**src/hdl/ntb_port_window_and_irq_registers_assert.svh**
```systemverilog
// Assertion macros for the bridge port register block.
`ifndef NTB_PORT_WINDOW_AND_IRQ_REGISTERS_ASSERT_SVH
`define NTB_PORT_WINDOW_AND_IRQ_REGISTERS_ASSERT_SVH

// Same-cycle implication, sampled on the rising clock edge, quiet in reset.
`define NTBPW_ASSERT_NOW(label, ante, cons, msg) \
   label: assert property (@(posedge clock) disable iff (reset) (ante) |-> (cons)) \
      else $error(msg);

// Next-cycle implication, sampled on the rising clock edge, quiet in reset.
`define NTBPW_ASSERT_NEXT(label, ante, cons, msg) \
   label: assert property (@(posedge clock) disable iff (reset) (ante) |=> (cons)) \
      else $error(msg);

`endif

```
**src/hdl/ntbpw_pkg.sv**
```systemverilog
// Types and constants of the bridge port window and interrupt register block.
`timescale 1ns / 1ps
`default_nettype none
package ntbpw_pkg;

   localparam int NUM_SETUP = 5;
   localparam int NUM_TRANS = 4;

   // Transaction opcodes
   localparam logic [1:0] OP_WRITE = 2'd0;
   localparam logic [1:0] OP_READ  = 2'd1;
   localparam logic [1:0] OP_XLATE = 2'd2;

   // Register selectors
   localparam logic [3:0] SEL_TRANS_BASE = 4'd5;
   localparam logic [3:0] SEL_REQ_SET    = 4'd9;
   localparam logic [3:0] SEL_REQ_CLR    = 4'd10;
   localparam logic [3:0] SEL_MASK_SET   = 4'd11;
   localparam logic [3:0] SEL_MASK_CLR   = 4'd12;

   // Configuration register indexes
   localparam logic [1:0] CSR_LINK_MODE = 2'd0;
   localparam logic [1:0] CSR_MSI_MODE  = 2'd1;

   // Write masks, element i for word i
   localparam logic [NUM_SETUP-1:0][31:0] SETUP_WRITABLE = {
      32'hffff_ffff, 32'hfff0_000e, 32'hffff_ffff, 32'hfff0_000e, 32'h0000_0003
   };
   localparam logic [NUM_TRANS-1:0][31:0] TRANS_WRITABLE = {
      32'hffff_ffff, 32'hfff0_0000, 32'hffff_ffff, 32'hfff0_0000
   };

   localparam logic [31:0] SETUP0_RESET  = 32'h0000_0002;
   localparam logic [15:0] MASK_RESET    = 16'hffff;
   localparam logic [53:0] WIN0_SIZE_KIB = 54'd128;   // 128 * 1024 bytes
   localparam logic [43:0] SIZE64_TOP    = 44'h800_0000_0000;  // 2^43 MiB
   localparam logic [11:0] SIZE32_TOP    = 12'd2048;           // MiB

   typedef struct packed {
      logic [1:0]  op;
      logic [3:0]  reg_sel;
      logic [31:0] write_data;
      logic [2:0]  window_num;
      logic [63:0] window_offset;
   } ntbpw_req_type;

   typedef struct packed {
      logic [31:0] read_data;
      logic        irq_level;
      logic        msi_pulse;
      logic [63:0] out_address;
      logic        win_enabled;
      logic        win_is64;
      logic        win_prefetch;
      logic [53:0] win_size_kib;
      logic        access_blocked;
   } ntbpw_rsp_type;

   // 32-bit window size in KiB from bits 30:20
   function automatic logic [53:0] size32_kib(input logic [31:0] word);
      logic [11:0] mib;
      mib = SIZE32_TOP - {1'b0, word[30:20]};
      return {32'd0, mib, 10'd0};
   endfunction

   // 64-bit window size in KiB from a setup word pair
   function automatic logic [53:0] size64_kib(input logic [31:0] lo, input logic [31:0] hi);
      logic [43:0] mib;
      mib = SIZE64_TOP - {1'b0, hi[30:0], lo[31:20]};
      return {mib, 10'd0};
   endfunction

endpackage
`default_nettype wire

```
**src/hdl/ntb_port_window_and_irq_registers.sv**
```systemverilog
// An accepted request transaction passes the input register and then the response
// register. Throughput: one transaction per cycle when no stall holds the flow; the two
// registers part the two sides, with stall passed back through one stage.
// Reset (synchronous, active high) empties both stages, loads setup word 0
// with 2, clears the rest and the request bits, and sets all mask bits.
`timescale 1ns / 1ps
`default_nettype none
module ntb_port_window_and_irq_registers
   import ntbpw_pkg::*;
(
   input  wire logic          clock,
   input  wire logic          reset,
   // request channel
   input  wire logic          req_valid,
   output logic               req_stall,
   input  wire ntbpw_req_type req_payload,
   // response channel
   output logic               rsp_valid,
   input  wire logic          rsp_stall,
   output ntbpw_rsp_type      rsp_payload,
   // configuration writes
   input  wire logic          csr_valid,
   output logic               csr_ready,
   input  wire logic [1:0]    csr_index,
   input  wire logic [0:0]    csr_wdata
);

`include "ntb_port_window_and_irq_registers_assert.svh"

   // ------------------------------------------------------------------
   // Pipeline control
   // ------------------------------------------------------------------
   logic          s1_vld_ff, s1_vld_in;
   ntbpw_req_type s1_req_ff;
   logic          rsp_vld_ff, rsp_vld_in;
   ntbpw_rsp_type rsp_ff, rsp_in;
   logic          s1_adv;   // stage 1 transaction commits and moves to output
   logic          req_take;

   assign s1_adv    = s1_vld_ff && (!rsp_vld_ff || !rsp_stall);
   assign req_stall = s1_vld_ff && !s1_adv;
   assign req_take  = req_valid && !req_stall;
   assign s1_vld_in = req_take || (s1_vld_ff && !s1_adv);
   assign rsp_vld_in = s1_adv || (rsp_vld_ff && rsp_stall);

   assign rsp_valid   = rsp_vld_ff;
   assign rsp_payload = rsp_ff;

   always_ff @(posedge clock) begin
      if (reset) begin
         s1_vld_ff  <= 1'b0;
         rsp_vld_ff <= 1'b0;
      end else begin
         s1_vld_ff  <= s1_vld_in;
         rsp_vld_ff <= rsp_vld_in;
      end
      if (req_take) begin
         s1_req_ff <= req_payload;
      end
      if (s1_adv) begin
         rsp_ff <= rsp_in;
      end
   end

   // ------------------------------------------------------------------
   // Configuration: always ready, index beyond the list ignored
   // ------------------------------------------------------------------
   logic link_mode_ff, msi_mode_ff;

   assign csr_ready = 1'b1;

   always_ff @(posedge clock) begin
      if (reset) begin
         link_mode_ff <= 1'b0;
         msi_mode_ff  <= 1'b0;
      end else if (csr_valid && csr_ready) begin
         if (csr_index == CSR_LINK_MODE) begin
            link_mode_ff <= csr_wdata[0];
         end
         if (csr_index == CSR_MSI_MODE) begin
            msi_mode_ff <= csr_wdata[0];
         end
      end
   end

   // ------------------------------------------------------------------
   // Register state
   // ------------------------------------------------------------------
   logic [31:0] setup_ff [NUM_SETUP];
   logic [31:0] setup_in [NUM_SETUP];
   logic [31:0] trans_ff [NUM_TRANS];
   logic [31:0] trans_in [NUM_TRANS];
   logic [15:0] request_ff, request_in;
   logic [15:0] mask_ff, mask_in;
   logic [15:0] prev_pending_ff, prev_pending_in;

   logic        is_write, irq_wr;
   logic [15:0] irq_d, pend_new;
   logic        risen;

   assign is_write = s1_req_ff.op == OP_WRITE;
   assign irq_wr   = is_write && (s1_req_ff.reg_sel >= SEL_REQ_SET)
                     && (s1_req_ff.reg_sel <= SEL_MASK_CLR);
   assign irq_d    = s1_req_ff.write_data[15:0];

   always_comb begin
      for (int i = 0; i < NUM_SETUP; i++) begin
         setup_in[i] = setup_ff[i];
         if (is_write && s1_req_ff.reg_sel == 4'(i)) begin
            setup_in[i] = (setup_ff[i] & ~SETUP_WRITABLE[i])
                        | (s1_req_ff.write_data & SETUP_WRITABLE[i]);
         end
      end
      for (int k = 0; k < NUM_TRANS; k++) begin
         trans_in[k] = trans_ff[k];
         if (is_write && s1_req_ff.reg_sel == SEL_TRANS_BASE + 4'(k)) begin
            trans_in[k] = (trans_ff[k] & ~TRANS_WRITABLE[k])
                        | (s1_req_ff.write_data & TRANS_WRITABLE[k]);
         end
      end

      request_in = request_ff;
      mask_in    = mask_ff;
      if (irq_wr) begin
         unique case (s1_req_ff.reg_sel)
            SEL_REQ_SET:  request_in = request_ff | irq_d;
            SEL_REQ_CLR:  request_in = request_ff & ~irq_d;
            SEL_MASK_SET: mask_in    = mask_ff | irq_d;
            default:      mask_in    = mask_ff & ~irq_d;
         endcase
      end
      pend_new        = request_in & ~mask_in;
      risen           = |(pend_new & ~prev_pending_ff);
      prev_pending_in = irq_wr ? pend_new : prev_pending_ff;
   end

   always_ff @(posedge clock) begin
      if (reset) begin
         for (int i = 0; i < NUM_SETUP; i++) begin
            setup_ff[i] <= (i == 0) ? SETUP0_RESET : 32'd0;
         end
         for (int k = 0; k < NUM_TRANS; k++) begin
            trans_ff[k] <= 32'd0;
         end
         request_ff      <= 16'd0;
         mask_ff         <= MASK_RESET;
         prev_pending_ff <= 16'd0;
      end else if (s1_adv) begin
         setup_ff        <= setup_in;
         trans_ff        <= trans_in;
         request_ff      <= request_in;
         mask_ff         <= mask_in;
         prev_pending_ff <= prev_pending_in;
      end
   end

   // ------------------------------------------------------------------
   // Register read
   // ------------------------------------------------------------------
   logic [31:0] rd_word;

   always_comb begin
      unique case (s1_req_ff.reg_sel)
         4'd0, 4'd1, 4'd2, 4'd3, 4'd4:
            rd_word = setup_ff[s1_req_ff.reg_sel[2:0]];
         4'd5, 4'd6, 4'd7, 4'd8:
            rd_word = trans_ff[2'(s1_req_ff.reg_sel - SEL_TRANS_BASE)];
         SEL_REQ_SET, SEL_REQ_CLR:
            rd_word = {16'd0, request_ff};
         SEL_MASK_SET, SEL_MASK_CLR:
            rd_word = {16'd0, mask_ff};
         default:
            rd_word = 32'd0;
      endcase
   end

   // ------------------------------------------------------------------
   // Window decode: every window decoded at its fixed words, then one
   // selected and a single offset add done
   // ------------------------------------------------------------------
   logic        w_en   [NUM_SETUP];
   logic        w_is64 [NUM_SETUP];
   logic        w_pref [NUM_SETUP];
   logic [53:0] w_kib  [NUM_SETUP];
   logic [32:0] w_add  [NUM_SETUP];

   always_comb begin
      // window 0: type in bits 1:0, fixed size, no translation
      w_en[0]   = setup_ff[0][1];
      w_is64[0] = 1'b0;
      w_pref[0] = setup_ff[0][2];
      w_kib[0]  = setup_ff[0][1] ? WIN0_SIZE_KIB : 54'd0;
      w_add[0]  = 33'd0;

      // windows 1 and 3: 32-bit, or 64-bit paired with the next word
      for (int w = 1; w < NUM_SETUP; w += 2) begin
         w_is64[w] = setup_ff[w][2];
         w_pref[w] = setup_ff[w][3];
         w_en[w]   = 1'b0;
         w_kib[w]  = 54'd0;
         if (setup_ff[w][2:1] == 2'd0) begin
            w_en[w] = setup_ff[w][31];
            if (setup_ff[w][31]) begin
               w_kib[w] = size32_kib(setup_ff[w]);
            end
         end else if (setup_ff[w][2:1] == 2'd2) begin
            w_en[w] = setup_ff[w+1][31];
            if (setup_ff[w+1][31]) begin
               w_kib[w] = size64_kib(setup_ff[w], setup_ff[w+1]);
            end
         end
         w_add[w] = {1'b0, trans_ff[w-1]}
                  + (setup_ff[w][2] ? {1'b0, trans_ff[w]} : 33'd0);
      end

      // windows 2 and 4: 32-bit only while the window below is 32-bit too
      for (int w = 2; w < NUM_SETUP; w += 2) begin
         w_is64[w] = 1'b0;
         w_pref[w] = setup_ff[w][3];
         w_en[w]   = (setup_ff[w][2:1] == 2'd0) && (setup_ff[w-1][2:1] == 2'd0)
                     && setup_ff[w][31];
         w_kib[w]  = w_en[w] ? size32_kib(setup_ff[w]) : 54'd0;
         w_add[w]  = {1'b0, trans_ff[w-1]};
      end
   end

   logic        win_ok;
   logic [2:0]  win_idx;
   logic [32:0] sel_add;

   assign win_ok  = s1_req_ff.window_num < 3'(NUM_SETUP);
   assign win_idx = s1_req_ff.window_num;
   assign sel_add = win_ok ? w_add[win_idx] : 33'd0;

   // ------------------------------------------------------------------
   // Response build
   // ------------------------------------------------------------------
   always_comb begin
      rsp_in = '0;
      unique case (s1_req_ff.op)
         OP_WRITE: begin
            rsp_in.msi_pulse = irq_wr && risen && msi_mode_ff;
         end
         OP_READ: begin
            rsp_in.read_data = rd_word;
         end
         OP_XLATE: begin
            rsp_in.out_address = s1_req_ff.window_offset + {31'd0, sel_add};
            if (win_ok) begin
               rsp_in.win_enabled    = w_en[win_idx];
               rsp_in.win_is64       = w_is64[win_idx];
               rsp_in.win_prefetch   = w_pref[win_idx];
               rsp_in.win_size_kib   = w_kib[win_idx];
               rsp_in.access_blocked = (win_idx == 3'd0) && !link_mode_ff;
            end
         end
         default: begin
         end
      endcase
      // line level follows pending as left by this transaction
      rsp_in.irq_level = !msi_mode_ff && (|prev_pending_in);
   end

   // ------------------------------------------------------------------
   // Assertions
   // ------------------------------------------------------------------
   `NTBPW_ASSERT_NOW(a_pending_tracks, 1'b1, prev_pending_ff == (request_ff & ~mask_ff), "pending copy out of step with request and mask")
   `NTBPW_ASSERT_NOW(a_irq_exclusive, rsp_vld_ff, !(rsp_ff.msi_pulse && rsp_ff.irq_level), "message pulse and level line raised together")
   `NTBPW_ASSERT_NEXT(a_state_hold, !s1_adv, $stable(request_ff) && $stable(mask_ff), "interrupt state changed without a committed transaction")

endmodule
`default_nettype wire
```
**config.mk**
```make
export PLATFORM = sky130hd
export DESIGN_NAME = ntb_port_window_and_irq_registers
export DESIGN_NICKNAME = d
export VERILOG_FILES = /design/src/hdl/ntbpw_pkg.sv /design/src/hdl/ntb_port_window_and_irq_registers.sv
export VERILOG_INCLUDE_DIRS = /design/src /design/src/hdl
export SDC_FILE = /design/constraint.sdc
export NUM_CORES = 1
export LEC_CHECK = 0
export ABC_AREA = 1
export BUFFER_PORTS_ARGS = -buffer_cell sky130_fd_sc_hd__buf_4
export CAP_MARGIN = 40
export CORE_UTILIZATION = 35
export CTS_BUF_LIST = sky130_fd_sc_hd__clkbuf_4 sky130_fd_sc_hd__clkbuf_8
export CTS_CLUSTER_DIAMETER = 150
export CTS_CLUSTER_SIZE = 12
export DETAILED_ROUTE_END_ITERATION = 10
export SLEW_MARGIN = 20
export SYNTH_ARGS = -nofsm -noshare
export SYNTH_HDL_FRONTEND = slang
export SYNTH_SLANG_ARGS = --single-unit
export TNS_END_PERCENT = 5
```
**constraint.sdc**
```tcl
create_clock -name clock -period 8.9 [get_ports clock]
set_input_delay 0.89 -clock clock [delete_from_list [all_inputs] [get_ports clock]]
set_output_delay 0.89 -clock clock [all_outputs]
set_load 0.02 [all_outputs]
```
==> impl_metrics.env <==
export IMPL_synth_top_area_share_pct=25.8
export IMPL_final_core_util_pct=40.4
export IMPL_cts_max_level=2
export IMPL_cp_required_ns=9.34
export IMPL_port_buffers=261
export IMPL_p_leak_nw=14.0
export IMPL_drv_slew=0
export IMPL_drt_vias_per_instance=5.67
export IMPL_fin_nets=4461
export IMPL_yosys_area_top_type="edfxtp_1"
export IMPL_drtAntennaViolNets=0
export IMPL_finalSetupViolCount=0
export IMPL_grt_pass1_vias=27600
export IMPL_drc_errors=0
export IMPL_top_level_ports=272
export IMPL_post_cts_resized=0
export IMPL_setup_tns_ns=0
export IMPL_hp_class="in -> reg"
export IMPL_post_place_ws_ns=4.26
export IMPL_die_w_um=292
export IMPL_die_area_um2=85000
export IMPL_slew_limit_headroom_pct=42.7
export IMPL_routed_wl_um=125000
export IMPL_core_area_um2=82500
export IMPL_synthFlopType="edfxtp_1"
export IMPL_worstSetupPathType="reg -> reg"
export IMPL_cts_hold_buf=0
export IMPL_ys_seq_area_share_pct=41.9
export IMPL_area_growth_pct=13.5
export IMPL_synthTopCellsByCount="721 x nand2_1, 541 x o21ai_0, 497 x a21oi_1"
export IMPL_postCtsSetupBuffers=0
export IMPL_num_vias=30500
export IMPL_max_freq_mhz=211
export IMPL_critPathArrivalTime_ns=5.18
export IMPL_async_reset_ff_share_pct=0
export IMPL_wl_per_cell_um=23.3
export IMPL_finalHoldViolCount=0
export IMPL_overflow=0
export IMPL_cts_buffers=46
export IMPL_clockBufferDepth=3
export IMPL_gp_congestion=1.02
export IMPL_cts_tree="built"
export IMPL_drive_above_1_share_pct=10.1
export IMPL_rows=105
export IMPL_die_y_um=292
export IMPL_postSynthAreaPerCell_um2=7.17
export IMPL_start_util_pct=35.6
export IMPL_powerDensity_nw_per_um2=140
export IMPL_min_period_ns=4.74
export IMPL_end_kind="register"
export IMPL_drt_iter0_markers=3759
export IMPL_gr_usage_all_layers_pct=28.5
export IMPL_worstMarginPinSlew_ns=0.859
export IMPL_yosys_warnings=0
export IMPL_root_buffer="clkbuf_8"
export IMPL_clk_latency_ns=0.71
export IMPL_synthTopCellsByArea="edfxtp_1 26%, dfxtp_1 16%, o21ai_0 9.2%"
export IMPL_ir_drop_mv=0.105
export IMPL_fin_ws_ns=4.16
export IMPL_period_share_pct=53.2
export IMPL_clock_sinks=488
export IMPL_antenna_found_initial=4
export IMPL_dr_pass1_iters=8
export IMPL_place_hpwl_um=95400
export IMPL_yosysMostFrequentCell="nand2_1"
export IMPL_grt_max_degree=76
export IMPL_cp_max_fo=16
export IMPL_synth_seq_cells=488
export IMPL_outcome="finished clean"
export IMPL_synth_edf_count=252
export IMPL_netlist_area_um2=29400
export IMPL_max_cap_violations=0
export IMPL_start_kind="register"
export IMPL_finClkSkew_ns=0.0572
export IMPL_cts_clk_slew_worst_paths_ns=0.10
export IMPL_syn_instance_count=4093
export IMPL_grt_pass1_wl_um=182000
export IMPL_rsz0062_at_grt="false"
export IMPL_yosysUniqueCellTypes=52
-- routing by layer --
| metal | vias up | track usage [%] | part of all wire, % |
|---|---|---|---|
| met5 | - | 0 | 0.045 |
| met4 | 2 | 10.6 | 3.8 |
| met3 | 231 | 4.61 | 9.8 |
| met2 | 1680 | 43.7 | 44 |
| met1 | 14300 | 40.0 | 43 |
| li1 | 14300 | - | - |
-- layout make-up --
type / instances / area (um2)
antenna: 3 / 7.51
clock inverter: 4 / 35.0
tap: 1070 / 1340
sequential: 488 / 12300
multi-input combinational: 2941 / 14500
timing repair buffer: 307 / 2450
fill: 8606 / 49200
clock buffer: 77 / 872
inverter: 494 / 1860
-- report_power, final --
group / total [W] / internal (W) / switching, W
clock: 0.00147 / 0.000622 / 0.000850
combinational: 0.000653 / 0.000197 / 0.000456
sequential: 0.00253 / 0.00245 / 0.0000876
-- final timing paths --
path	start	endpoint	slack, ns	depth (start not counted)
worst min-delay path	req_payload[71]	irq_d[4]	0.35	1
worst min register to register	setup_ff[128]	setup_ff[128]	0.47	2
worst max register to register	setup_ff[34]	rsp_payload[92]	4.16	25
worst max-delay path	setup_ff[34]	rsp_payload[92]	4.16	25
-- through the flow --
| step | instance area (um2) | hold slack, ns | total power, W | instances |
|---|---|---|---|---|
| 6_report | 33300 | 0.349 | 0.00466 | 5384 |
| 5_1_grt | 33300 | 0.331 | 0.00483 | 5383 |
| 3_3_place_gp | 32200 | 0.446 | 0.00321 | 5287 |
| 3_5_place_dp | 32400 | 0.450 | 0.00322 | 5298 |
| 4_1_cts | 33300 | 0.317 | 0.00468 | 5379 |
| 2_1_floorplan | 29400 | 0.430 | 0.00293 | 4103 |
-- placed cells by master, fill, tap and decap left out, types with 4 or more instances in the layout --
cell	Yosys	routed
nand3_1	306	306
nor2_1	431	429
o21a_1	11	11
a31oi_1	5	5
clkbuf_8	0	47
o21ai_1	8	8
xor2_1	19	19
buf_8	0	4
nor3_1	60	60
inv_2	9	9
o22ai_1	29	29
nand3b_1	6	6
clkinv_1	5	5
o211ai_1	30	30
ha_1	69	69
or2_2	6	6
conb_1	2	12
and3_1	5	5
o21bai_1	6	6
nor2_2	7	8
nand2_1	721	720
buf_4	16	294
a211oi_1	9	9
xnor2_1	8	8
inv_1	479	478
edfxtp_1	252	252
nor4_1	21	21
nand3_2	5	5
o31ai_1	27	27
clkbuf_4	0	30
o21ai_0	541	541
buf_16	0	4
nand2_2	3	4
nor2_4	5	6
a21oi_1	497	497
nand4_1	75	75
dfxtp_1	236	236
-- state kept, by name, summed over array words and instances (netlist names) --
| register | flops |
|---|---|
| irq_d | 16 |
| link_mode_ff | 1 |
| mask_ff | 16 |
| msi_mode_ff | 1 |
| prev_pending_ff | 16 |
| request_ff | 16 |
| rsp_payload | 147 |
| rsp_valid | 1 |
| s1_req_ff | 86 |
| s1_vld_ff | 1 |
| setup_ff | 96 |
| trans_ff | 88 |
| win_idx | 3 |
-- worst max-delay path, cell delays in order, from the launching register on --
cell and delay [ns]:
dfxtp_1 0.73, buf_4 0.38, nand2_1 0.08, inv_1 0.06
ha_1 0.19, inv_1 0.07, o21bai_1 0.37, inv_1 0.07
o21ai_0 0.25, nand2_1 0.08, nand2_1 0.06, o21ai_0 0.08
nand3_1 0.09, o21ai_0 0.09, ha_1 0.39, nand2_1 0.14
nor2_1 0.23, nand2_1 0.15, nor3_1 0.23, nand2_1 0.09
nand3_1 0.23, nand2_1 0.09, nand2_1 0.15, nand2_1 0.07
nand2_1 0.06, nor2_1 0.04
-- cells by family after synthesis --
family | Yosys count | synth area share [%]
fa+ha+maj | 70 | 3.01
buf+inv | 674 | 9.04
xor+xnor | 27 | 0.806
flops | 488 | 41.9
other cells | 2 | 0.0256
compound gates | 1169 | 20.9
simple gates | 1663 | 24.4
No activity file was read; power rests on OpenSTA's default activity.
